## src/design/hsv2rgb_pkg.sv

```systemverilog
// Shared types and fixed-point constants for the HSV to RGB pixel converter.
package hsv2rgb_pkg;

	localparam int HUE_FRAC_BITS = 6;

	localparam int SPAN     = 60 << HUE_FRAC_BITS;
	localparam int SPAN_W   = $clog2(SPAN + 1);
	localparam int FULL     = 255 * SPAN;
	localparam int N_W      = $clog2(FULL + 1);
	localparam int HALF     = FULL / 2;
	localparam int X_W      = $clog2(255 * FULL + HALF + 1);
	localparam int DEN_SHIFT = HUE_FRAC_BITS + 2;
	localparam int DEN_ODD  = FULL >> DEN_SHIFT;
	localparam int Y_W      = X_W - DEN_SHIFT;

	localparam int RECIP_SHIFT = 32;
	localparam longint RECIP   = (longint'(1) << RECIP_SHIFT) / DEN_ODD;
	localparam int RECIP_W     = $clog2(RECIP + 1);
	localparam int P_W         = Y_W + RECIP_W;

	localparam int U_W = $clog2(7 * 60);

	typedef enum logic [1:0] {
		MODE_COLOR,
		MODE_GREY,
		MODE_BLACK,
		MODE_HUE_ERR
	} mode_t;

	typedef struct packed {
		mode_t      mode;
		logic [2:0] sector;
		logic [7:0] v;
	} pix_ctl_t;

	typedef struct packed {
		logic ld_s3;
		logic ld_s4;
	} lane_ld_t;

endpackage

```

## src/design/hsv2rgb_sector_decode.sv

```systemverilog
// First pipeline stage: hue sector, remainder within the sector, and pixel class.
module hsv2rgb_sector_decode (
	input  logic                           clk,
	input  logic                           ld,
	input  logic signed [15:0]             hue,
	input  logic [7:0]                     saturation,
	input  logic [7:0]                     value,
	output hsv2rgb_pkg::pix_ctl_t          ctl_s1,
	output logic [7:0]                     sat_s1,
	output logic [hsv2rgb_pkg::SPAN_W-1:0] rem_s1
);
	import hsv2rgb_pkg::*;

	localparam logic [15:0] FRAC_MASK = 16'((1 << HUE_FRAC_BITS) - 1);

	logic signed [15:0] hs;
	logic               in_range;
	logic [U_W-1:0]     u;
	logic [2:0]         k;
	logic [5:0]         ru;
	logic [15:0]        hue_bits;
	logic [SPAN_W-1:0]  rem;
	pix_ctl_t           ctl;

	assign hue_bits = hue;
	assign hs       = hue >>> HUE_FRAC_BITS;
	assign in_range = (hs >= -16'sd60) && (hs < 16'sd420);
	assign u        = U_W'(hs + 16'sd60);

	always_comb begin
		k = 3'd0;
		for (int j = 1; j <= 7; j++) begin
			if (u >= U_W'(60 * j)) begin
				k = k + 3'd1;
			end
		end
	end

	assign ru  = 6'(u - U_W'(k) * U_W'(60));
	assign rem = (SPAN_W'(ru) << HUE_FRAC_BITS) | SPAN_W'(hue_bits & FRAC_MASK);

	always_comb begin
		ctl.v = value;
		case (k)
			3'd0:    ctl.sector = 3'd5;
			3'd7:    ctl.sector = 3'd0;
			default: ctl.sector = k - 3'd1;
		endcase
		if (value == 8'd0) begin
			ctl.mode = MODE_BLACK;
		end else if (saturation == 8'd0) begin
			ctl.mode = MODE_GREY;
		end else if (!in_range) begin
			ctl.mode = MODE_HUE_ERR;
		end else begin
			ctl.mode = MODE_COLOR;
		end
	end

	always_ff @(posedge clk) begin
		if (ld) begin
			ctl_s1 <= ctl;
			sat_s1 <= saturation;
			rem_s1 <= rem;
		end
	end

endmodule

```

## src/design/hsv2rgb_level_scale.sv

```systemverilog
// One level lane: scale by value, then round-to-nearest divide by the fixed denominator.
module hsv2rgb_level_scale (
	input  logic                        clk,
	input  hsv2rgb_pkg::lane_ld_t       ld,
	input  logic [hsv2rgb_pkg::N_W-1:0] n,
	input  logic [7:0]                  v,
	output logic [7:0]                  level
);
	import hsv2rgb_pkg::*;

	logic [X_W-1:0] x;
	logic [Y_W-1:0] y_s3;
	logic [P_W-1:0] prod;
	logic [7:0]     est_s4;
	logic [Y_W-1:0] y_s4;
	logic [Y_W-1:0] back;
	logic [Y_W-1:0] rmd;

	assign x = X_W'(v) * X_W'(n) + X_W'(HALF);

	always_ff @(posedge clk) begin
		if (ld.ld_s3) begin
			y_s3 <= Y_W'(x >> DEN_SHIFT);
		end
	end

	assign prod = P_W'(y_s3) * P_W'(RECIP);

	always_ff @(posedge clk) begin
		if (ld.ld_s4) begin
			est_s4 <= 8'(prod >> RECIP_SHIFT);
			y_s4   <= y_s3;
		end
	end

	assign back  = Y_W'(est_s4) * Y_W'(DEN_ODD);
	assign rmd   = y_s4 - back;
	assign level = est_s4 + 8'(rmd >= Y_W'(DEN_ODD));

endmodule

```

## src/design/hsv_to_rgb_pixel_convert.sv

```systemverilog
// Top level of the HSV to RGB pixel converter: five-stage pipeline with valid/stall handshake.
//
// Converts one pixel per clock while out_stall is low. An accepted input beat passes
// through the stages to its output beat in order: sector decode, level numerators, value
// scaling, reciprocal estimate, then correction and channel routing into the output
// register. Each stage holds one beat; a stall on the output freezes only the full stages
// ahead of the first empty one, so bubbles are squeezed out and nothing is dropped.
// Hue is in 1/64 degree; outside -60 to just under 420 degrees hue_error is set and
// the channels are zero, unless value or saturation is zero (black or grey).
module hsv_to_rgb_pixel_convert (
	input  logic               clk,
	input  logic               arst_n,
	input  logic               in_valid,
	output logic               in_stall,
	input  logic signed [15:0] hue,
	input  logic [7:0]         saturation,
	input  logic [7:0]         value,
	output logic               out_valid,
	input  logic               out_stall,
	output logic [7:0]         red,
	output logic [7:0]         green,
	output logic [7:0]         blue,
	output logic               hue_error
);
	import hsv2rgb_pkg::*;

	logic valid_s1, valid_s2, valid_s3, valid_s4, valid_s5;
	logic ready_s1, ready_s2, ready_s3, ready_s4, ready_s5;

	pix_ctl_t          ctl_s1, ctl_s2, ctl_s3, ctl_s4, ctl_s5;
	logic [7:0]        sat_s1;
	logic [SPAN_W-1:0] rem_s1;
	logic [SPAN_W-1:0] drem;
	logic [N_W-1:0]    sr, st;
	logic [N_W-1:0]    np, nq, nt;
	logic [N_W-1:0]    np_s2, nq_s2, nt_s2;
	lane_ld_t          lane_ld;
	logic [7:0]        p_lvl, q_lvl, t_lvl;
	logic [7:0]        r_d, g_d, b_d;
	logic              err_d;
	logic [7:0]        red_s5, green_s5, blue_s5;
	logic              hue_error_s5;

	assign ready_s5 = !valid_s5 || !out_stall;
	assign ready_s4 = !valid_s4 || ready_s5;
	assign ready_s3 = !valid_s3 || ready_s4;
	assign ready_s2 = !valid_s2 || ready_s3;
	assign ready_s1 = !valid_s1 || ready_s2;
	assign in_stall = !ready_s1;

	always_ff @(posedge clk or negedge arst_n) begin
		if (!arst_n) begin
			valid_s1 <= 1'b0;
			valid_s2 <= 1'b0;
			valid_s3 <= 1'b0;
			valid_s4 <= 1'b0;
			valid_s5 <= 1'b0;
		end else begin
			if (ready_s1) valid_s1 <= in_valid;
			if (ready_s2) valid_s2 <= valid_s1;
			if (ready_s3) valid_s3 <= valid_s2;
			if (ready_s4) valid_s4 <= valid_s3;
			if (ready_s5) valid_s5 <= valid_s4;
		end
	end

	hsv2rgb_sector_decode u_decode (
		.clk        (clk),
		.ld         (ready_s1 && in_valid),
		.hue        (hue),
		.saturation (saturation),
		.value      (value),
		.ctl_s1     (ctl_s1),
		.sat_s1     (sat_s1),
		.rem_s1     (rem_s1)
	);

	assign drem = SPAN_W'(SPAN) - rem_s1;
	assign sr   = N_W'(sat_s1) * N_W'(rem_s1);
	assign st   = N_W'(sat_s1) * N_W'(drem);
	assign np   = N_W'(8'd255 - sat_s1) * N_W'(SPAN);
	assign nq   = N_W'(FULL) - sr;
	assign nt   = N_W'(FULL) - st;

	always_ff @(posedge clk) begin
		if (ready_s2 && valid_s1) begin
			ctl_s2 <= ctl_s1;
			np_s2  <= np;
			nq_s2  <= nq;
			nt_s2  <= nt;
		end
		if (ready_s3 && valid_s2) begin
			ctl_s3 <= ctl_s2;
		end
		if (ready_s4 && valid_s3) begin
			ctl_s4 <= ctl_s3;
		end
	end

	assign lane_ld.ld_s3 = ready_s3 && valid_s2;
	assign lane_ld.ld_s4 = ready_s4 && valid_s3;

	hsv2rgb_level_scale u_lane_p (
		.clk   (clk),
		.ld    (lane_ld),
		.n     (np_s2),
		.v     (ctl_s2.v),
		.level (p_lvl)
	);

	hsv2rgb_level_scale u_lane_q (
		.clk   (clk),
		.ld    (lane_ld),
		.n     (nq_s2),
		.v     (ctl_s2.v),
		.level (q_lvl)
	);

	hsv2rgb_level_scale u_lane_t (
		.clk   (clk),
		.ld    (lane_ld),
		.n     (nt_s2),
		.v     (ctl_s2.v),
		.level (t_lvl)
	);

	always_comb begin
		r_d   = 8'd0;
		g_d   = 8'd0;
		b_d   = 8'd0;
		err_d = 1'b0;
		case (ctl_s4.mode)
			MODE_BLACK: begin
				r_d = 8'd0;
			end
			MODE_GREY: begin
				r_d = ctl_s4.v;
				g_d = ctl_s4.v;
				b_d = ctl_s4.v;
			end
			MODE_HUE_ERR: begin
				err_d = 1'b1;
			end
			MODE_COLOR: begin
				case (ctl_s4.sector)
					3'd0: begin
						r_d = ctl_s4.v; g_d = t_lvl;    b_d = p_lvl;
					end
					3'd1: begin
						r_d = q_lvl;    g_d = ctl_s4.v; b_d = p_lvl;
					end
					3'd2: begin
						r_d = p_lvl;    g_d = ctl_s4.v; b_d = t_lvl;
					end
					3'd3: begin
						r_d = p_lvl;    g_d = q_lvl;    b_d = ctl_s4.v;
					end
					3'd4: begin
						r_d = t_lvl;    g_d = p_lvl;    b_d = ctl_s4.v;
					end
					3'd5: begin
						r_d = ctl_s4.v; g_d = p_lvl;    b_d = q_lvl;
					end
					default: begin
						r_d = 8'd0;
					end
				endcase
			end
			default: begin
				r_d = 8'd0;
			end
		endcase
	end

	always_ff @(posedge clk) begin
		if (ready_s5 && valid_s4) begin
			ctl_s5       <= ctl_s4;
			red_s5       <= r_d;
			green_s5     <= g_d;
			blue_s5      <= b_d;
			hue_error_s5 <= err_d;
		end
	end

	assign out_valid = valid_s5;
	assign red       = red_s5;
	assign green     = green_s5;
	assign blue      = blue_s5;
	assign hue_error = hue_error_s5;

	a_err_black: assert property (@(posedge clk) disable iff (!arst_n)
		out_valid && hue_error |-> red == 8'd0 && green == 8'd0 && blue == 8'd0)
		else $error("hue error beat carries nonzero color");

	a_grey_equal: assert property (@(posedge clk) disable iff (!arst_n)
		out_valid && ctl_s5.mode == MODE_GREY |-> red == green && green == blue)
		else $error("grey beat has unequal channels");

	a_color_has_v: assert property (@(posedge clk) disable iff (!arst_n)
		out_valid && ctl_s5.mode == MODE_COLOR |->
		red == ctl_s5.v || green == ctl_s5.v || blue == ctl_s5.v)
		else $error("color beat lost its value channel");

	a_no_stall_flow: assert property (@(posedge clk) disable iff (!arst_n)
		!out_stall |-> !in_stall)
		else $error("input stalled while output drains");

	a_stall_full: assert property (@(posedge clk) disable iff (!arst_n)
		in_stall |-> valid_s1 && valid_s5)
		else $error("input stalled with an empty stage");

endmodule

```

## config.mk

```make
export PLATFORM = sky130hd
export DESIGN_NAME = hsv_to_rgb_pixel_convert
export DESIGN_NICKNAME = d
export VERILOG_FILES = /design/src/design/hsv2rgb_pkg.sv /design/src/design/hsv2rgb_sector_decode.sv /design/src/design/hsv2rgb_level_scale.sv /design/src/design/hsv_to_rgb_pixel_convert.sv
export SDC_FILE = /design/constraint.sdc
export NUM_CORES = 2
export LEC_CHECK = 0
export BUFFER_PORTS_ARGS = -buffer_cell sky130_fd_sc_hd__buf_2
export CORE_ASPECT_RATIO = 0.75
export CORE_UTILIZATION = 60
export DETAILED_ROUTE_END_ITERATION = 10
export HOLD_SLACK_MARGIN = 0.06
export PLACE_DENSITY = 0.84
export SLEW_MARGIN = 25
export SYNTH_ARGS = -nofsm -noshare
export SYNTH_HDL_FRONTEND = slang
export SYNTH_SLANG_ARGS = --single-unit
```

## constraint.sdc

```tcl
create_clock -name clk -period 15.35 [get_ports clk]
set_input_delay 1.535 -clock clk [delete_from_list [all_inputs] [get_ports clk]]
set_output_delay 1.535 -clock clk [all_outputs]
set_load 0.01 [all_outputs]
```

Word-level counts from Yosys, hierarchy flattened
Index checks and enable logic that the tools add are counted.
Storage, ports and cells
  flip-flop bits (word level): 298
  input port bits: 36
  output and inout port bits: 27
  word-level logic and storage cells: 137
Cells by class
  add/subtract/negate cells: 22
  $mul: 13
  magnitude comparators: 12
  equality and inequality tests: 8
  muxes and demuxes: 17
  bitwise logic cells: 1
  reduce and logical (&&, ||, !) cells: 29
Operator list (number)
  20-bit by 21-bit multiplier with 40-bit output, second input constant: 3
  8-bit case mux with 4 select lines: 3
  28-bit by 19-bit adder with 28-bit output, second input constant: 3
  20-bit by 12-bit >= comparator with 1-bit output, second input constant: 3
  8-bit by 12-bit multiplier with 20-bit output: 3
  8-bit by 12-bit multiplier with 20-bit output, second input constant: 3
  20-bit subtractor: 3
  8-bit by 20-bit multiplier with 28-bit output: 2
  8-bit case mux with 2 select lines: 3
  20-bit subtractor, first input constant: 2
  9-bit >= comparator, second input constant: 3
  8-bit by 1-bit adder with 8-bit output: 3
  20-bit by 4-bit multiplier with 12-bit output, second input constant: 1
  3-bit by 1-bit adder with 3-bit output, second input constant: 6
  9-bit by 8-bit >= comparator with 1-bit output, second input constant: 2
  3-bit 2-to-1 mux: 6
  8-bit logical NOT: 2
  12-bit by 6-bit OR with 12-bit output: 1
  2-bit OR reduction: 6
  12-bit subtractor, first input constant: 1
  10-bit by 7-bit >= comparator with 1-bit output, second input constant: 1
  10-bit < comparator, second input constant: 1
  9-bit by 7-bit adder with 9-bit output, second input constant: 1
  3-bit equality test, second input constant: 3
  18 further kinds: 37

Depth between registers and ports, before layout
  depth in word-level cells: 18
  gate-level depth with buffers: 33
  gate-level depth less buffers: 31

Cells and area by module
From an unflattened synthesis, not the netlist that was laid out.
Unflattened totals
  cell total of the unflattened synthesis: 5803
  area, all modules: 56960.9 um^2
Modules (own cells, without submodules)
  hsv2rgb_level_scale (u_lane_p): instances 1, cells an instance 1499, area each 14390.1 um^2, seq. area each 1441.4 um^2
  hsv2rgb_level_scale (u_lane_q): instances 1, cells an instance 1447, area each 14168.6 um^2, seq. area each 1441.4 um^2
  hsv2rgb_level_scale (u_lane_t): instances 1, cells an instance 1448, area each 14116.0 um^2, seq. area each 1441.4 um^2
  hsv_to_rgb_pixel_convert: instances 1, cells an instance 1219, area each 12140.4 um^2, seq. area each 3578.4 um^2
  hsv2rgb_sector_decode: instances 1, cells an instance 190, area each 2145.8 um^2, seq. area each 991.0 um^2

Worst setup path before layout
OpenSTA, ideal clock, no wires.
  path type: input to register
  from: input port hue[8]
  to: register u_decode.rem_s1[11] (netlist bit) (data pin)
  library setup time: 0.259 ns
  data arrival time: 7.531 ns
  required time: 15.091 ns
  setup slack: 7.559 ns
  stages on the path: 30
  path buffers: 2
  path through: clkbuf_1 -> inv_1 -> ha_1 -> or3b_1 -> buf_2 -> and3_2 -> xnor2_1 -> nand2_1 -> a21o_1 -> ha_1 -> xor2_1 -> ha_1 -> nand2_1 -> o21ai_0 -> ha_1 -> inv_1 -> o221ai_2 -> ha_1 -> mux2_4 -> ha_1 -> o2111ai_1 -> mux2i_1 -> xnor2_1 -> xnor2_1 -> fa_1 -> ha_1 -> inv_1 -> ha_1 -> a21oi_1 -> xnor2_1
Between the ends
  word-level cells in the longest chain between the ends: 18
  elaborated cells between the ends (all ways): 24
  classes of those cells: add/sub (8); mul (1); order compare (7); mux (7); bitwise (1)
RTL lines
  start, declared: RTL line hsv_to_rgb_pixel_convert.sv:15  | input logic signed [15:0] hue,
  9-bit by 7-bit adder with 9-bit output (*): RTL line hsv2rgb_sector_decode.sv:28  | assign u = U_W'(hs + 16'sd60);
  9-bit by 6-bit >= comparator with 1-bit output: RTL line hsv2rgb_sector_decode.sv:33  | if (u >= U_W'(60 * j)) begin
  1-bit 2-to-1 mux: RTL line hsv2rgb_sector_decode.sv:33
  3-bit by 1-bit adder with 3-bit output: RTL line hsv2rgb_sector_decode.sv:34  | k = k + 3'd1;
  3-bit 2-to-1 mux: RTL line hsv2rgb_sector_decode.sv:33
  3-bit by 1-bit adder with 3-bit output: RTL line hsv2rgb_sector_decode.sv:34
  3-bit 2-to-1 mux: RTL line hsv2rgb_sector_decode.sv:33
  3-bit by 1-bit adder with 3-bit output: RTL line hsv2rgb_sector_decode.sv:34
  [3 not listed]
  3-bit by 1-bit adder with 3-bit output: RTL line hsv2rgb_sector_decode.sv:34
  3-bit 2-to-1 mux: RTL line hsv2rgb_sector_decode.sv:33
  3-bit by 1-bit adder with 3-bit output: RTL line hsv2rgb_sector_decode.sv:34
  3-bit 2-to-1 mux: RTL line hsv2rgb_sector_decode.sv:33
  3-bit by 4-bit multiplier with 4-bit output: RTL line hsv2rgb_sector_decode.sv:39  | assign ru = 6'(u - U_W'(k) * U_W'(60));
  6-bit subtractor (*): RTL line hsv2rgb_sector_decode.sv:39
  12-bit by 6-bit OR with 12-bit output (*): RTL line hsv2rgb_sector_decode.sv:40  | assign rem = (SPAN_W'(ru) << HUE_FRAC_BITS) | SPAN_W'(hue_bits & FRAC_MASK);
  net u_decode.rem[11]: RTL line hsv2rgb_sector_decode.sv:22  | logic [SPAN_W-1:0] rem;
  end signal, assigned: RTL line hsv2rgb_sector_decode.sv:64  | rem_s1 <= rem;
  end, declared: RTL line hsv2rgb_sector_decode.sv:10  | output logic [hsv2rgb_pkg::SPAN_W-1:0] rem_s1
Mark *: on every way through the listed nets, which the timed path passes. The rest lies on a longest branch.
A chain may end at the register's enable or synchronous reset.

Worst setup path after layout
Same ends and word-level chain as after synthesis.

==> results.toml <==
[outcome]
run_status = "complete, no violations"

[global_routing]
grt_max_degree = 65
grt_overflow = 0
antenna_found_initial = 5
gr-usage-all-layers = 0.2659
grt_first_pass_wirelength_um = 197400
first_global_vias = 39760

[setup_path]
rrSetupSlack_ns = 8.22
end_kind = "register"
arrival_ns = 8.23
cp_common_cell = "ha_1"
cp_slowest_cell = "fa_1"
cp.required_ns = 15.68
path_class = "in -> reg"
critPathMaxStageDelay_ns = 0.52
crit_fanout = 12
critPathLaunchType = "primary input"

[synth]
ys_async_sr_fraction = 0.01684
synth_area_leaders = "fa_1 (29%), ha_1 (24%), edfxtp_1 (16%)"
ys_warn_count = 0
ys.flop_type = "edfxtp_1"
synth_edf_count = 292
synthTopCellsByCount = "inv_1 (1312), ha_1 (1042), fa_1 (778), nand2_1 (361), and2_1 (325)"
yosys.area.top_type_share = 0.2872
syn-mean-instance-area_sq_um = 9.950
synth-seq-cells = 297
syn_nets = 7306
synth_cells = 5450
synth_area_sq_mm = 0.05423
ys_seq_area_frac = 0.1640
synth.distinct_cells = 80
yosysTopAreaCell = "fa_1"
synth_most_common_cell = "inv_1"

[detailed_routing]
drt_pass1_iterations = 8
avgRoutedWirePerCell_um = 17.57
drt-total-wl_um = 118000
ant_nets = 0
via_per_inst = 5.593
num_vias = 37560
drc = 0
drt_iter0_markers = 3075

[floorplan]
fp.dieW_um = 349.1
io_pins = 63
floorplan.die_area_sq_mm = 0.09160
core_area_sq_mm = 0.08950
row_count = 95
start_util = 0.6058
die_h_um = 262.4

[place]
hpwl_um = 95480
port_buffers = 62
gp_congestion = 0.9327

[sta]
period_share = 0.5148
rsz0062_at_grt = "false"
relSlewSlack = 0.2839
fin_tns_setup_ns = 0
finClkSkew_ns = 0.02606
fin_crit_ns = 7.902
tightest_slew_ns = 1.074
hold_violations = 0
setup_violations = 0
slew_violations = 0
fmax_ghz = 0.1265

[clock_network]
cts_tree = "done"
postCtsSetupBuffers = 0
clock_sinks = 297
cts_max_path_buffers = 3
cts_buffers = 36
hold_buffers = 0
clkTransAtPathRegs_ns = 0.06
clk_latency_ns = 0.59
ctsResizeCount = 0
h-tree-depth = 2
clock-root-buffer = "clkbuf_16"

[layout]
layout.nets = 7331
area_growth_pct = 5.159
regArea_sq_mm = 0.008894
multiInputGateArea_sq_mm = 0.04007
fill_cells = 6677
drive_gt1_frac = 0.03253

[min_path]
min_path_type = "reg -> reg"

[run]
drv_cap = 0
[cells by family (layout without fill, tap and decap cells)]
logic type / count (synthesis) / in the layout / share of synthesized area
fa+ha+maj: 1820 / 1820 / 0.5277
buf+inv: 1407 / 1459 / 0.09742
simple gates: 1143 / 1143 / 0.1057
compound gates: 554 / 554 / 0.06733
flops: 297 / 297 / 0.1640
xor+xnor: 207 / 207 / 0.03343
mux: 22 / 22 / 0.004407
other cells: 0 / 1 / 0
[per-stage QoR]
stage	utilization	hold slack, ns	instance area (sq um)	setup WS, ns	cells
3_5_place_dp	0.6239	0.4056	55850	6.912	6647
2_1_floorplan	-	0.4003	54230	7.559	5450
3_3_place_gp	0.6239	0.4007	55850	7.119	6647
5_1_grt	0.6371	0.4264	57020	7.055	6714
6_report	0.6371	0.4124	57020	7.448	6715
4_1_cts	0.6367	0.4143	56980	7.505	6712
[worst paths after layout]
| kind | start | endpoint | cells after the start |
|---|---|---|---|
| max reg2reg | u_lane_p.est_s4[0]$_DFFE_PP_ | blue[7]$_DFFE_PP_ | 26 |
| max in group asynchronous | arst_n | valid_s3$_DFFE_PN0P_ | 1 |
| min | u_decode.ctl_s1[6]$_DFFE_PP_ | ctl_s2[6]$_DFFE_PP_ | 0 |
| min in group asynchronous | arst_n | valid_s1$_DFFE_PN0N_ | 1 |
| max | hue[8] | u_decode.rem_s1[11]$_DFFE_PP_ | 29 |
| min reg2reg | u_decode.ctl_s1[6]$_DFFE_PP_ | ctl_s2[6]$_DFFE_PP_ | 0 |
[cells in the final DEF, fill, tap and decap left out, types with 6 or more instances in the layout]
cell type	count
inv_1	1312
ha_1	1042
fa_1	778
nand2_1	361
and2_1	322
edfxtp_1	292
nor2_1	173
a21oi_1	156
xnor2_1	140
o21ai_0	95
a21o_1	70
xor2_1	67
buf_2	62
nand3_1	59
nor3_1	52
clkbuf_16	36
o21a_1	35
nand2b_1	32
nand4_1	23
a31oi_1	22
and3_1	21
a211oi_1	20
nor2b_1	20
buf_4	18
or3_1	17
o21bai_1	16
nor4_1	15
mux2i_1	15
or2_2	14
o2111ai_1	12
a22o_1	12
o211ai_1	10
o22ai_1	10
nor3b_1	8
o31ai_1	7
o221ai_1	7
nand3b_1	6
a221oi_1	6
a2111oi_0	6
clkinv_4	6
[worst max-delay path: cells and delay by family]
family	cells	cell delay, ns
fa+ha+maj	9	2.84
xor+xnor	5	1.15
buf+inv	4	0.39
compound gates	5	0.82
simple gates	4	0.95
mux	2	0.54
[area by class of cell]
type                    count  share of cell area
clock inverters            25            0.003884
multi-input cells        3746              0.7028
flip-flops and latches    297              0.1560
well taps                1212             0.02659
clock buffers              40             0.01606
inverters                1312             0.08636
diodes                      1          0.00004388
repair buffers             82            0.008338
[state kept, by name, indices dropped and copies added, names as in the netlist, 19 cells and up]
signal,flops
u_lane_q.y_s3,20
nt_s2,19
u_lane_p.y_s3,20
u_lane_t.y_s4,20
u_lane_t.y_s3,20
u_lane_p.y_s4,20
u_lane_q.y_s4,20
nq_s2,20
[metal layers]
metal  part of all wire  up-vias  GRT usage
met3              0.070      198    0.03964
met5           0.000093        -          0
met4              0.025        2    0.06863
met1               0.44    18580     0.3727
met2               0.46     1289     0.4329
li1                   -    17490          -
Power is not shown: default switching activity piles up to over one toggle a cycle in this logic, so the estimate is an artifact.
